<file path="src/sv/sbl_pkg.sv">
`default_nettype none

package sbl_pkg;

   localparam logic [7:0] MARKER_BYTE = 8'hFF;
   localparam int RSP_ADDR_BITS = 16;

   typedef enum logic [2:0] {
      PH_HEAD  = 3'd0,
      PH_START = 3'd1,
      PH_END   = 3'd2,
      PH_DATA  = 3'd3,
      PH_DROP  = 3'd4
   } phase_type;

   typedef enum logic [2:0] {
      ST_BUSY         = 3'd0,
      ST_DONE         = 3'd1,
      ST_BAD_HEADER   = 3'd2,
      ST_SHORT_HEADER = 3'd3,
      ST_SHORT_PAIR   = 3'd4,
      ST_BAD_RANGE    = 3'd5,
      ST_SHORT_DATA   = 3'd6
   } status_type;

   typedef struct packed {
      logic [7:0] data_byte;
      logic       end_of_file;
   } req_type;

   typedef struct packed {
      logic                     write_enable;
      logic [RSP_ADDR_BITS-1:0] write_address;
      logic [7:0]               write_data;
      status_type               status;
   } rsp_type;

   // handshake state between the result register and the parser
   typedef struct packed {
      logic take;
      logic can_take;
   } flow_type;

endpackage

`default_nettype wire

</file>
<file path="src/sv/segmented_binary_loader_core.sv">
// Segmented load-file parser. One file byte enters per req beat, flagged on the file's last
// byte; every byte yields exactly one rsp beat carrying a memory write (for segment data) and
// a status: busy, done, or the first error of the file, after which bytes are dropped with
// busy status up to the flagged end. The block takes one byte per clock: the per-byte state
// update sits between the parser state registers and a single result register, and a byte is
// taken whenever that register is empty or being drained, and its rsp beat follows next cycle.
// ADDRESS_BITS (8 to 32) sets the address field size, one byte per started 8 bits.
`default_nettype none

module segmented_binary_loader_core #(
   parameter int ADDRESS_BITS = 16
) (
   input  wire              clock,
   input  wire              reset,
   input  wire              req_valid,
   output logic             req_ready,
   input  sbl_pkg::req_type req_data,
   output logic             rsp_valid,
   input  wire              rsp_ready,
   output sbl_pkg::rsp_type rsp_data
);
   import sbl_pkg::*;

   flow_type flow;
   rsp_type  result;

   sbl_parser #(
      .ADDRESS_BITS(ADDRESS_BITS)
   ) u_parser (
      .clock   (clock),
      .reset   (reset),
      .flow    (flow),
      .req_beat(req_data),
      .result  (result)
   );

   sbl_rsp_reg u_rsp_reg (
      .clock    (clock),
      .reset    (reset),
      .req_valid(req_valid),
      .result   (result),
      .rsp_ready(rsp_ready),
      .rsp_valid(rsp_valid),
      .rsp_data (rsp_data),
      .flow     (flow)
   );

   assign req_ready = flow.can_take;

endmodule

`default_nettype wire

</file>
<file path="src/sv/sbl_parser.sv">
`default_nettype none

module sbl_parser #(
   parameter int ADDRESS_BITS = 16
) (
   input  wire              clock,
   input  wire              reset,
   input  sbl_pkg::flow_type flow,
   input  sbl_pkg::req_type req_beat,
   output sbl_pkg::rsp_type result
);
   import sbl_pkg::*;

   localparam int FB = (ADDRESS_BITS + 7) / 8;
   localparam int FW = 8 * FB;
   localparam logic [FW-1:0] ADDR_MASK = FW'((64'd1 << ADDRESS_BITS) - 64'd1);

   phase_type                phase_ff, phase_in;
   logic [7:0]               held_ff, held_in;
   logic [1:0]               pair_ff, pair_in;
   logic [FW-1:0]            start_ff, start_in;
   logic [FW-1:0]            end_ff, end_in;
   logic [ADDRESS_BITS-1:0]  next_ff, next_in;

   logic [7:0]               b;
   logic                     eof;
   logic [4:0]               shift;
   logic [FW-1:0]            start_acc, end_acc;
   logic                     field_last, head_ok, start_marker, range_bad, data_last;
   status_type               status;
   logic [31:0]              addr_wide;

   assign b            = req_beat.data_byte;
   assign eof          = req_beat.end_of_file;
   assign shift        = {pair_ff, 3'b000};
   assign start_acc    = start_ff | (FW'(b) << shift);
   assign end_acc      = end_ff | (FW'(b) << shift);
   assign field_last   = (pair_ff == 2'(FB - 1));
   assign head_ok      = (held_ff == MARKER_BYTE) && (b == MARKER_BYTE);
   assign start_marker = (start_acc == {FW{1'b1}});
   assign range_bad    = (start_ff[ADDRESS_BITS-1:0] >= end_acc[ADDRESS_BITS-1:0]);
   assign data_last    = (next_ff >= end_ff[ADDRESS_BITS-1:0]);
   assign addr_wide    = 32'(next_ff);

   // result for the beat at the input
   always_comb begin
      status = ST_BUSY;
      result.write_enable  = 1'b0;
      result.write_address = '0;
      result.write_data    = '0;
      case (phase_ff)
         PH_HEAD: begin
            if (pair_ff == 2'd0) begin
               if (eof) status = ST_SHORT_HEADER;
            end else if (!head_ok) begin
               status = ST_BAD_HEADER;
            end else if (eof) begin
               status = ST_DONE;
            end
         end
         PH_START: begin
            if (eof) status = (field_last && start_marker) ? ST_DONE : ST_SHORT_PAIR;
         end
         PH_END: begin
            if (field_last && range_bad) status = ST_BAD_RANGE;
            else if (eof)                status = field_last ? ST_SHORT_DATA : ST_SHORT_PAIR;
         end
         PH_DATA: begin
            result.write_enable  = 1'b1;
            result.write_address = addr_wide[RSP_ADDR_BITS-1:0];
            result.write_data    = b;
            if (eof) status = data_last ? ST_DONE : ST_SHORT_DATA;
         end
         default: begin
         end
      endcase
      result.status = status;
   end

   // next state
   always_comb begin
      phase_in = phase_ff;
      held_in  = held_ff;
      pair_in  = pair_ff;
      start_in = start_ff;
      end_in   = end_ff;
      next_in  = next_ff;
      case (phase_ff)
         PH_HEAD: begin
            if (pair_ff == 2'd0) begin
               held_in = b;
               pair_in = 2'd1;
            end else begin
               pair_in = 2'd0;
               if (head_ok) begin
                  phase_in = PH_START;
                  start_in = '0;
               end
            end
         end
         PH_START: begin
            start_in = start_acc;
            pair_in  = pair_ff + 2'd1;
            if (field_last) begin
               pair_in = 2'd0;
               if (start_marker) begin
                  start_in = '0;
               end else begin
                  phase_in = PH_END;
                  end_in   = '0;
               end
            end
         end
         PH_END: begin
            end_in  = end_acc;
            pair_in = pair_ff + 2'd1;
            if (field_last) begin
               pair_in  = 2'd0;
               start_in = start_ff & ADDR_MASK;
               end_in   = end_acc & ADDR_MASK;
               if (!range_bad) begin
                  phase_in = PH_DATA;
                  next_in  = start_ff[ADDRESS_BITS-1:0];
               end
            end
         end
         PH_DATA: begin
            if (data_last) begin
               phase_in = PH_START;
               start_in = '0;
            end else begin
               next_in = next_ff + 1'b1;
            end
         end
         default: begin
         end
      endcase
      if (status >= ST_BAD_HEADER) phase_in = PH_DROP;
      // final beat of a file: next beat opens a new file
      if (eof) begin
         phase_in = PH_HEAD;
         held_in  = '0;
         pair_in  = '0;
         start_in = '0;
         end_in   = '0;
         next_in  = '0;
      end
   end

   always_ff @(posedge clock) begin
      if (reset) begin
         phase_ff <= PH_HEAD;
         held_ff  <= '0;
         pair_ff  <= '0;
         start_ff <= '0;
         end_ff   <= '0;
         next_ff  <= '0;
      end else if (flow.take) begin
         phase_ff <= phase_in;
         held_ff  <= held_in;
         pair_ff  <= pair_in;
         start_ff <= start_in;
         end_ff   <= end_in;
         next_ff  <= next_in;
      end
   end

endmodule

`default_nettype wire

</file>
<file path="src/sv/sbl_rsp_reg.sv">
`default_nettype none

module sbl_rsp_reg (
   input  wire               clock,
   input  wire               reset,
   input  wire               req_valid,
   input  sbl_pkg::rsp_type  result,
   input  wire               rsp_ready,
   output logic              rsp_valid,
   output sbl_pkg::rsp_type  rsp_data,
   output sbl_pkg::flow_type flow
);
   import sbl_pkg::*;

   logic    valid_ff, valid_in;
   rsp_type data_ff;

   // a new beat may enter whenever the register is empty or the held result leaves this cycle
   assign flow.can_take = !valid_ff || rsp_ready;
   assign flow.take     = req_valid && flow.can_take;
   assign valid_in      = flow.take || (valid_ff && !rsp_ready);

   always_ff @(posedge clock) begin
      if (reset) begin
         valid_ff <= 1'b0;
      end else begin
         valid_ff <= valid_in;
      end
   end

   always_ff @(posedge clock) begin
      if (flow.take) begin
         data_ff <= result;
      end
   end

   assign rsp_valid = valid_ff;
   assign rsp_data  = data_ff;

endmodule

`default_nettype wire

</file>
<file path="config.mk">
export PLATFORM = sky130hd
export DESIGN_NAME = segmented_binary_loader_core
export DESIGN_NICKNAME = d
export VERILOG_FILES = /design/src/sv/sbl_pkg.sv /design/src/sv/segmented_binary_loader_core.sv /design/src/sv/sbl_parser.sv /design/src/sv/sbl_rsp_reg.sv
export SDC_FILE = /design/constraint.sdc
export NUM_CORES = 1
export LEC_CHECK = 0
export ABC_AREA = 1
export BUFFER_PORTS_ARGS = -buffer_cell sky130_fd_sc_hd__buf_2
export CAP_MARGIN = 0
export CORE_MARGIN = 3
export CORE_UTILIZATION = 40
export CTS_CLUSTER_DIAMETER = 40
export DETAILED_ROUTE_END_ITERATION = 8
export PLACE_DENSITY = 0.56
export SLEW_MARGIN = 20
export SYNTH_ARGS = -nofsm -noshare
export SYNTH_HDL_FRONTEND = slang
export SYNTH_SLANG_ARGS = --single-unit
</file>
<file path="constraint.sdc">
create_clock -name clock -period 3.25 [get_ports clock]
set_input_delay 0.1625 -clock clock [delete_from_list [all_inputs] [get_ports clock]]
set_output_delay 0.1625 -clock clock [all_outputs]
set_load 0.01 [all_outputs]
</file>
==> results by stage <==
Floorplan:
- The number of cell rows is 41.
- The core outline area is approximately 13000 um2.
- For this configuration, the core starts out at a cell density of approximately two fifths.
- In this run the horizontal extent of the chip is 121.5 um.
- In this run the vertical extent of the chip is approximately 120 um.
- The number of top-level pins is 43.
- The floorplan step defined a die boundary enclosing 14750 um2.

Clock tree:
- The root buffer cell chosen for the clock tree is sky130_fd_sc_hd__clkbuf_16.
- The clock passes through at most 2 buffers.
- The post-CTS clock slew at the launch and capture registers of the worst setup and hold paths is 0.07 ns.
- Counting the buffers created by CTS gives 9.
- The TritonCTS clock tree is done.
- The number of levels the H-tree was split into is 3.
- For this design, the CTS-stage hold fixing added 0 buffers.
- After clock tree synthesis, the repair step resized 0 gates.
- The number of clock sinks is 90.
- The number of buffers inserted to repair setup after CTS is 0.
- The later pin in the worst-skew pair is clocked with a latency of about 0.34 ns.

STA:
- The post-route minimum period is 2.915 ns.
- The worst hold slack after final layout is 0.06947 ns.
- The worst-margin pin slew is approximately 1.0 ns.
- The max-slew violation count is 0.
- The number of failing setup endpoints in the final timing report is 0.
- Setup repair after global routing left no endpoint under its margin.
- The worst slew margin relative to its limit is 31.15%.
- On the final layout, the worst clock skew is approximately 0.0090 ns.
- After routing, the total negative slack on setup checks comes to 0 ns.
- The final hold violation count is 0.
- For this run, the top clock speed supported by timing is 343.0 MHz.
- The final period utilization is 89.71%.

Place:
- The global placement routability congestion is 0.9757.
- The quantity of I/O buffers inserted on ports is 42.
- The placed instance count is 921.
- The sum of net half-perimeters after detailed placement is ~11000 um.

Global routing:
- The first global-routing pass estimated ~24000 um of wire.
- The total routing resource utilization after global routing is 20.38%.
- The remaining global-route overflow is 0.
- Entering global routing, the biggest net connects 40 pins.
- The initial antenna violation count was 0.
- The number of global-route vias before repair is 4596.

Drt:
- The detail-routed net length per standard cell is 15.45 um.
- The total length of routed wires is 14480 um.
- The DRC violation count after routing is 0.
- The total number of vias is 4959.
- The number of iterations in the first detailed-routing pass is 5.
- The iteration-0 DRC count of the detailed router is 410.
- The count of nets left with antenna violations once routing finished came out at 0.
- Dividing the detail-routed via count by the number of cells gives about 5.3.

Layout:
- The ratio of cells with drive above 1 in the final layout is 11.63%.
- The final net count is 806.
- The fraction of the core area covered by cells at the end of the flow is ~47%.
- The final non-filler cell total is 937.
- The diode insertion count for antenna repair is 0.
- The layout overhead on the synthesized area is 12.22%.

Synth:
- The total standard cell area after synthesis is 5333 um2.
- The warning count from the yosys run is 0.
- The share of synthesized flip-flops with an asynchronous set or reset is 0%.
- Dividing the synthesized area by the synthesized cell count gives roughly 7.3 um2.
- The sequential cell area fraction in the yosys report is 39.04%.
- The number of distinct library cell variants in the gate-level netlist after synthesis is 44.
- In the synthesized netlist, the number of instances is 730.
- In this run, synthesis produced a sequential element count of 90.
- The number of enable-type register cells in the synthesized netlist is 28.
- The total nets after synthesis is 776.
- The commonest register cell after synthesis is sky130_fd_sc_hd__dfxtp_1.

Critical path:
- The slack of the worst reg-to-reg path is 0.33 ns.
- The worst setup path is of the reg2reg kind.
- Data on the critical path arrives at its endpoint at 3.17 ns.
- The top fanout value on the critical path is 17.
- The kind of start point of the critical path is a flop.
- The worst setup path is captured at a flop.
- The required time reported for the critical path endpoint is 3.50 ns.

Power and ir drop:
- The analysis attributes to cell leakage a power of 2.538 nW.
- Dividing total power by cell area gives a power density of 490.8 nW/um2.
- The design draws 2.937 mW.
- The worst voltage drop across the vdd grid is 199.2 uV.

Run status:
- The flow ran to the end, and the final reports show no timing, DRC or antenna violations.

Flow run:
- Across the run, the number of max-cap violations was 0.

Hold path:
- In this run the worst hold path is classified as in2reg.
-- flip-flops by register name (all words and copies together), names as in the netlist --
| signal | flops |
|---|---|
| u_parser.pair_ff | 2 |
| u_parser.next_ff | 16 |
| u_rsp_reg.rsp_data | 28 |
| u_parser.end_ff | 16 |
| u_rsp_reg.rsp_valid | 1 |
| u_parser.held_ff | 8 |
| u_parser.phase_ff | 3 |
| u_parser.start_ff | 16 |
-- where the power goes --
| group | switching (mW) | total (mW) | internal [mW] |
|---|---|---|---|
| sequential | 0.0445 | 1.27 | 1.22 |
| combinational | 0.343 | 0.511 | 0.169 |
| clock | 0.435 | 1.16 | 0.721 |
-- metal layers --
metal / GRT usage, % / vias to the layer above / wire length, um
met5: 0 / - / 0
met1: 27.39 / 2272 / 6673
met2: 32.78 / 131 / 6619
li1: - / 2517 / -
met4: 9.244 / 0 / 517
met3: 2.471 / 39 / 666
-- stage by stage --
step / cell area (um2) / setup slack (ns)
after floorplan: 5333 / 0.7902
after global placement: 5653 / 0.4808
after detailed placement: 5653 / 0.4099
after CTS: 5984 / 0.3889
after global routing: 5984 / 0.02289
final: 5984 / 0.3346
-- worst max-delay path, stage by stage, from the launching register on --
cell and delay [ns]:
sky130_fd_sc_hd__dfxtp_1 0.49, sky130_fd_sc_hd__nor2_1 0.09, sky130_fd_sc_hd__buf_4 0.19, sky130_fd_sc_hd__a21oi_1 0.20, sky130_fd_sc_hd__ha_1 0.28, sky130_fd_sc_hd__a21oi_1 0.13, sky130_fd_sc_hd__o21ai_0 0.09, sky130_fd_sc_hd__a21oi_1 0.24
sky130_fd_sc_hd__nand2_1 0.14, sky130_fd_sc_hd__nand2_1 0.10, sky130_fd_sc_hd__nand3_2 0.30, sky130_fd_sc_hd__clkinv_2 0.33, sky130_fd_sc_hd__nor2_1 0.07, sky130_fd_sc_hd__a211oi_1 0.17
-- final cells by class --
cell class | count | area [um2]
inverter | 89 | 335.3
clock inverter | 4 | 73.82
multi-input combinational | 521 | 2758
clock buffer | 12 | 257.7
sequential | 90 | 2082
fill | 1294 | 6840
tap | 172 | 215.2
timing repair buffer | 49 | 262.8
-- kinds of logic after synthesis --
group	Yosys count	share of synthesized area (%)
AOI/OAI and AO/OA	170	18.23
xor gates and xnor gates	2	0.3285
adders and majority gates	33	7.743
buffers and inverters	119	9.244
DFF	90	39.04
and+or+nand+nor	316	25.41
-- final timing paths --
kind,cells past startpoint,startpoint,to
max,13,u_parser.pair_ff[1],u_parser.next_ff[4]
min,3,req_valid,u_rsp_reg.rsp_valid
max reg2reg,13,u_parser.pair_ff[1],u_parser.next_ff[4]
min reg2reg,2,u_parser.held_ff[6],u_parser.held_ff[6]
-- cells in the final DEF (no fill, tap or decap), types with 2 or more instances in the layout --
cell,Yosys,final
sky130_fd_sc_hd__nor2_4,2,2
sky130_fd_sc_hd__a211oi_1,6,6
sky130_fd_sc_hd__nor3_1,5,5
sky130_fd_sc_hd__bufinv_16,0,2
sky130_fd_sc_hd__nand3_1,29,29
sky130_fd_sc_hd__o22ai_1,2,2
sky130_fd_sc_hd__nor3b_1,3,3
sky130_fd_sc_hd__buf_4,3,7
sky130_fd_sc_hd__ha_1,33,33
sky130_fd_sc_hd__nand2_1,146,146
sky130_fd_sc_hd__a31oi_1,3,3
sky130_fd_sc_hd__inv_2,6,6
sky130_fd_sc_hd__nor2_2,3,3
sky130_fd_sc_hd__clkinv_1,1,2
sky130_fd_sc_hd__o21bai_1,2,2
sky130_fd_sc_hd__dfxtp_1,62,62
sky130_fd_sc_hd__clkbuf_16,0,10
sky130_fd_sc_hd__o211ai_1,3,3
sky130_fd_sc_hd__buf_2,9,42
sky130_fd_sc_hd__o2111ai_1,4,4
sky130_fd_sc_hd__o21ai_1,27,27
sky130_fd_sc_hd__nand4_1,18,18
sky130_fd_sc_hd__o21ai_0,21,21
sky130_fd_sc_hd__edfxtp_1,28,28
sky130_fd_sc_hd__clkinv_2,1,2
sky130_fd_sc_hd__a211oi_2,5,5
sky130_fd_sc_hd__inv_1,81,80
sky130_fd_sc_hd__nand3_2,2,2
sky130_fd_sc_hd__nor4_1,2,2
sky130_fd_sc_hd__clkbuf_1,14,2
sky130_fd_sc_hd__a21oi_1,91,91
sky130_fd_sc_hd__nand2_2,3,3
sky130_fd_sc_hd__nor2_1,100,100
-- Yosys cell counts (2+ instances only) --
cell type,instances,share of area (%)
sky130_fd_sc_hd__o22ai_1,2,0.23
sky130_fd_sc_hd__o21ai_1,27,2.5
sky130_fd_sc_hd__buf_4,3,0.42
sky130_fd_sc_hd__ha_1,33,7.7
sky130_fd_sc_hd__edfxtp_1,28,16
sky130_fd_sc_hd__clkbuf_1,14,0.99
sky130_fd_sc_hd__nand2_1,146,10
sky130_fd_sc_hd__a21oi_1,91,8.5
sky130_fd_sc_hd__nand3_2,2,0.38
sky130_fd_sc_hd__nand3_1,29,2.7
sky130_fd_sc_hd__nor4_1,2,0.23
sky130_fd_sc_hd__o2111ai_1,4,0.66
sky130_fd_sc_hd__nand4_1,18,2.1
sky130_fd_sc_hd__nand2_2,3,0.35
sky130_fd_sc_hd__nor2_4,2,0.42
sky130_fd_sc_hd__o211ai_1,3,0.42
sky130_fd_sc_hd__o21bai_1,2,0.28
sky130_fd_sc_hd__o21ai_0,21,2.0
sky130_fd_sc_hd__nor3b_1,3,0.42
sky130_fd_sc_hd__inv_1,81,5.7
sky130_fd_sc_hd__dfxtp_1,62,23
sky130_fd_sc_hd__nor2_1,100,7.0
sky130_fd_sc_hd__buf_2,9,0.84
sky130_fd_sc_hd__a211oi_2,5,1.2
sky130_fd_sc_hd__a211oi_1,6,0.84
sky130_fd_sc_hd__nor2_2,3,0.35
sky130_fd_sc_hd__buf_6,3,0.63
sky130_fd_sc_hd__a31oi_1,3,0.35
sky130_fd_sc_hd__nor3_1,5,0.47
sky130_fd_sc_hd__inv_2,6,0.42
No activity file was read; power rests on OpenSTA's default activity.
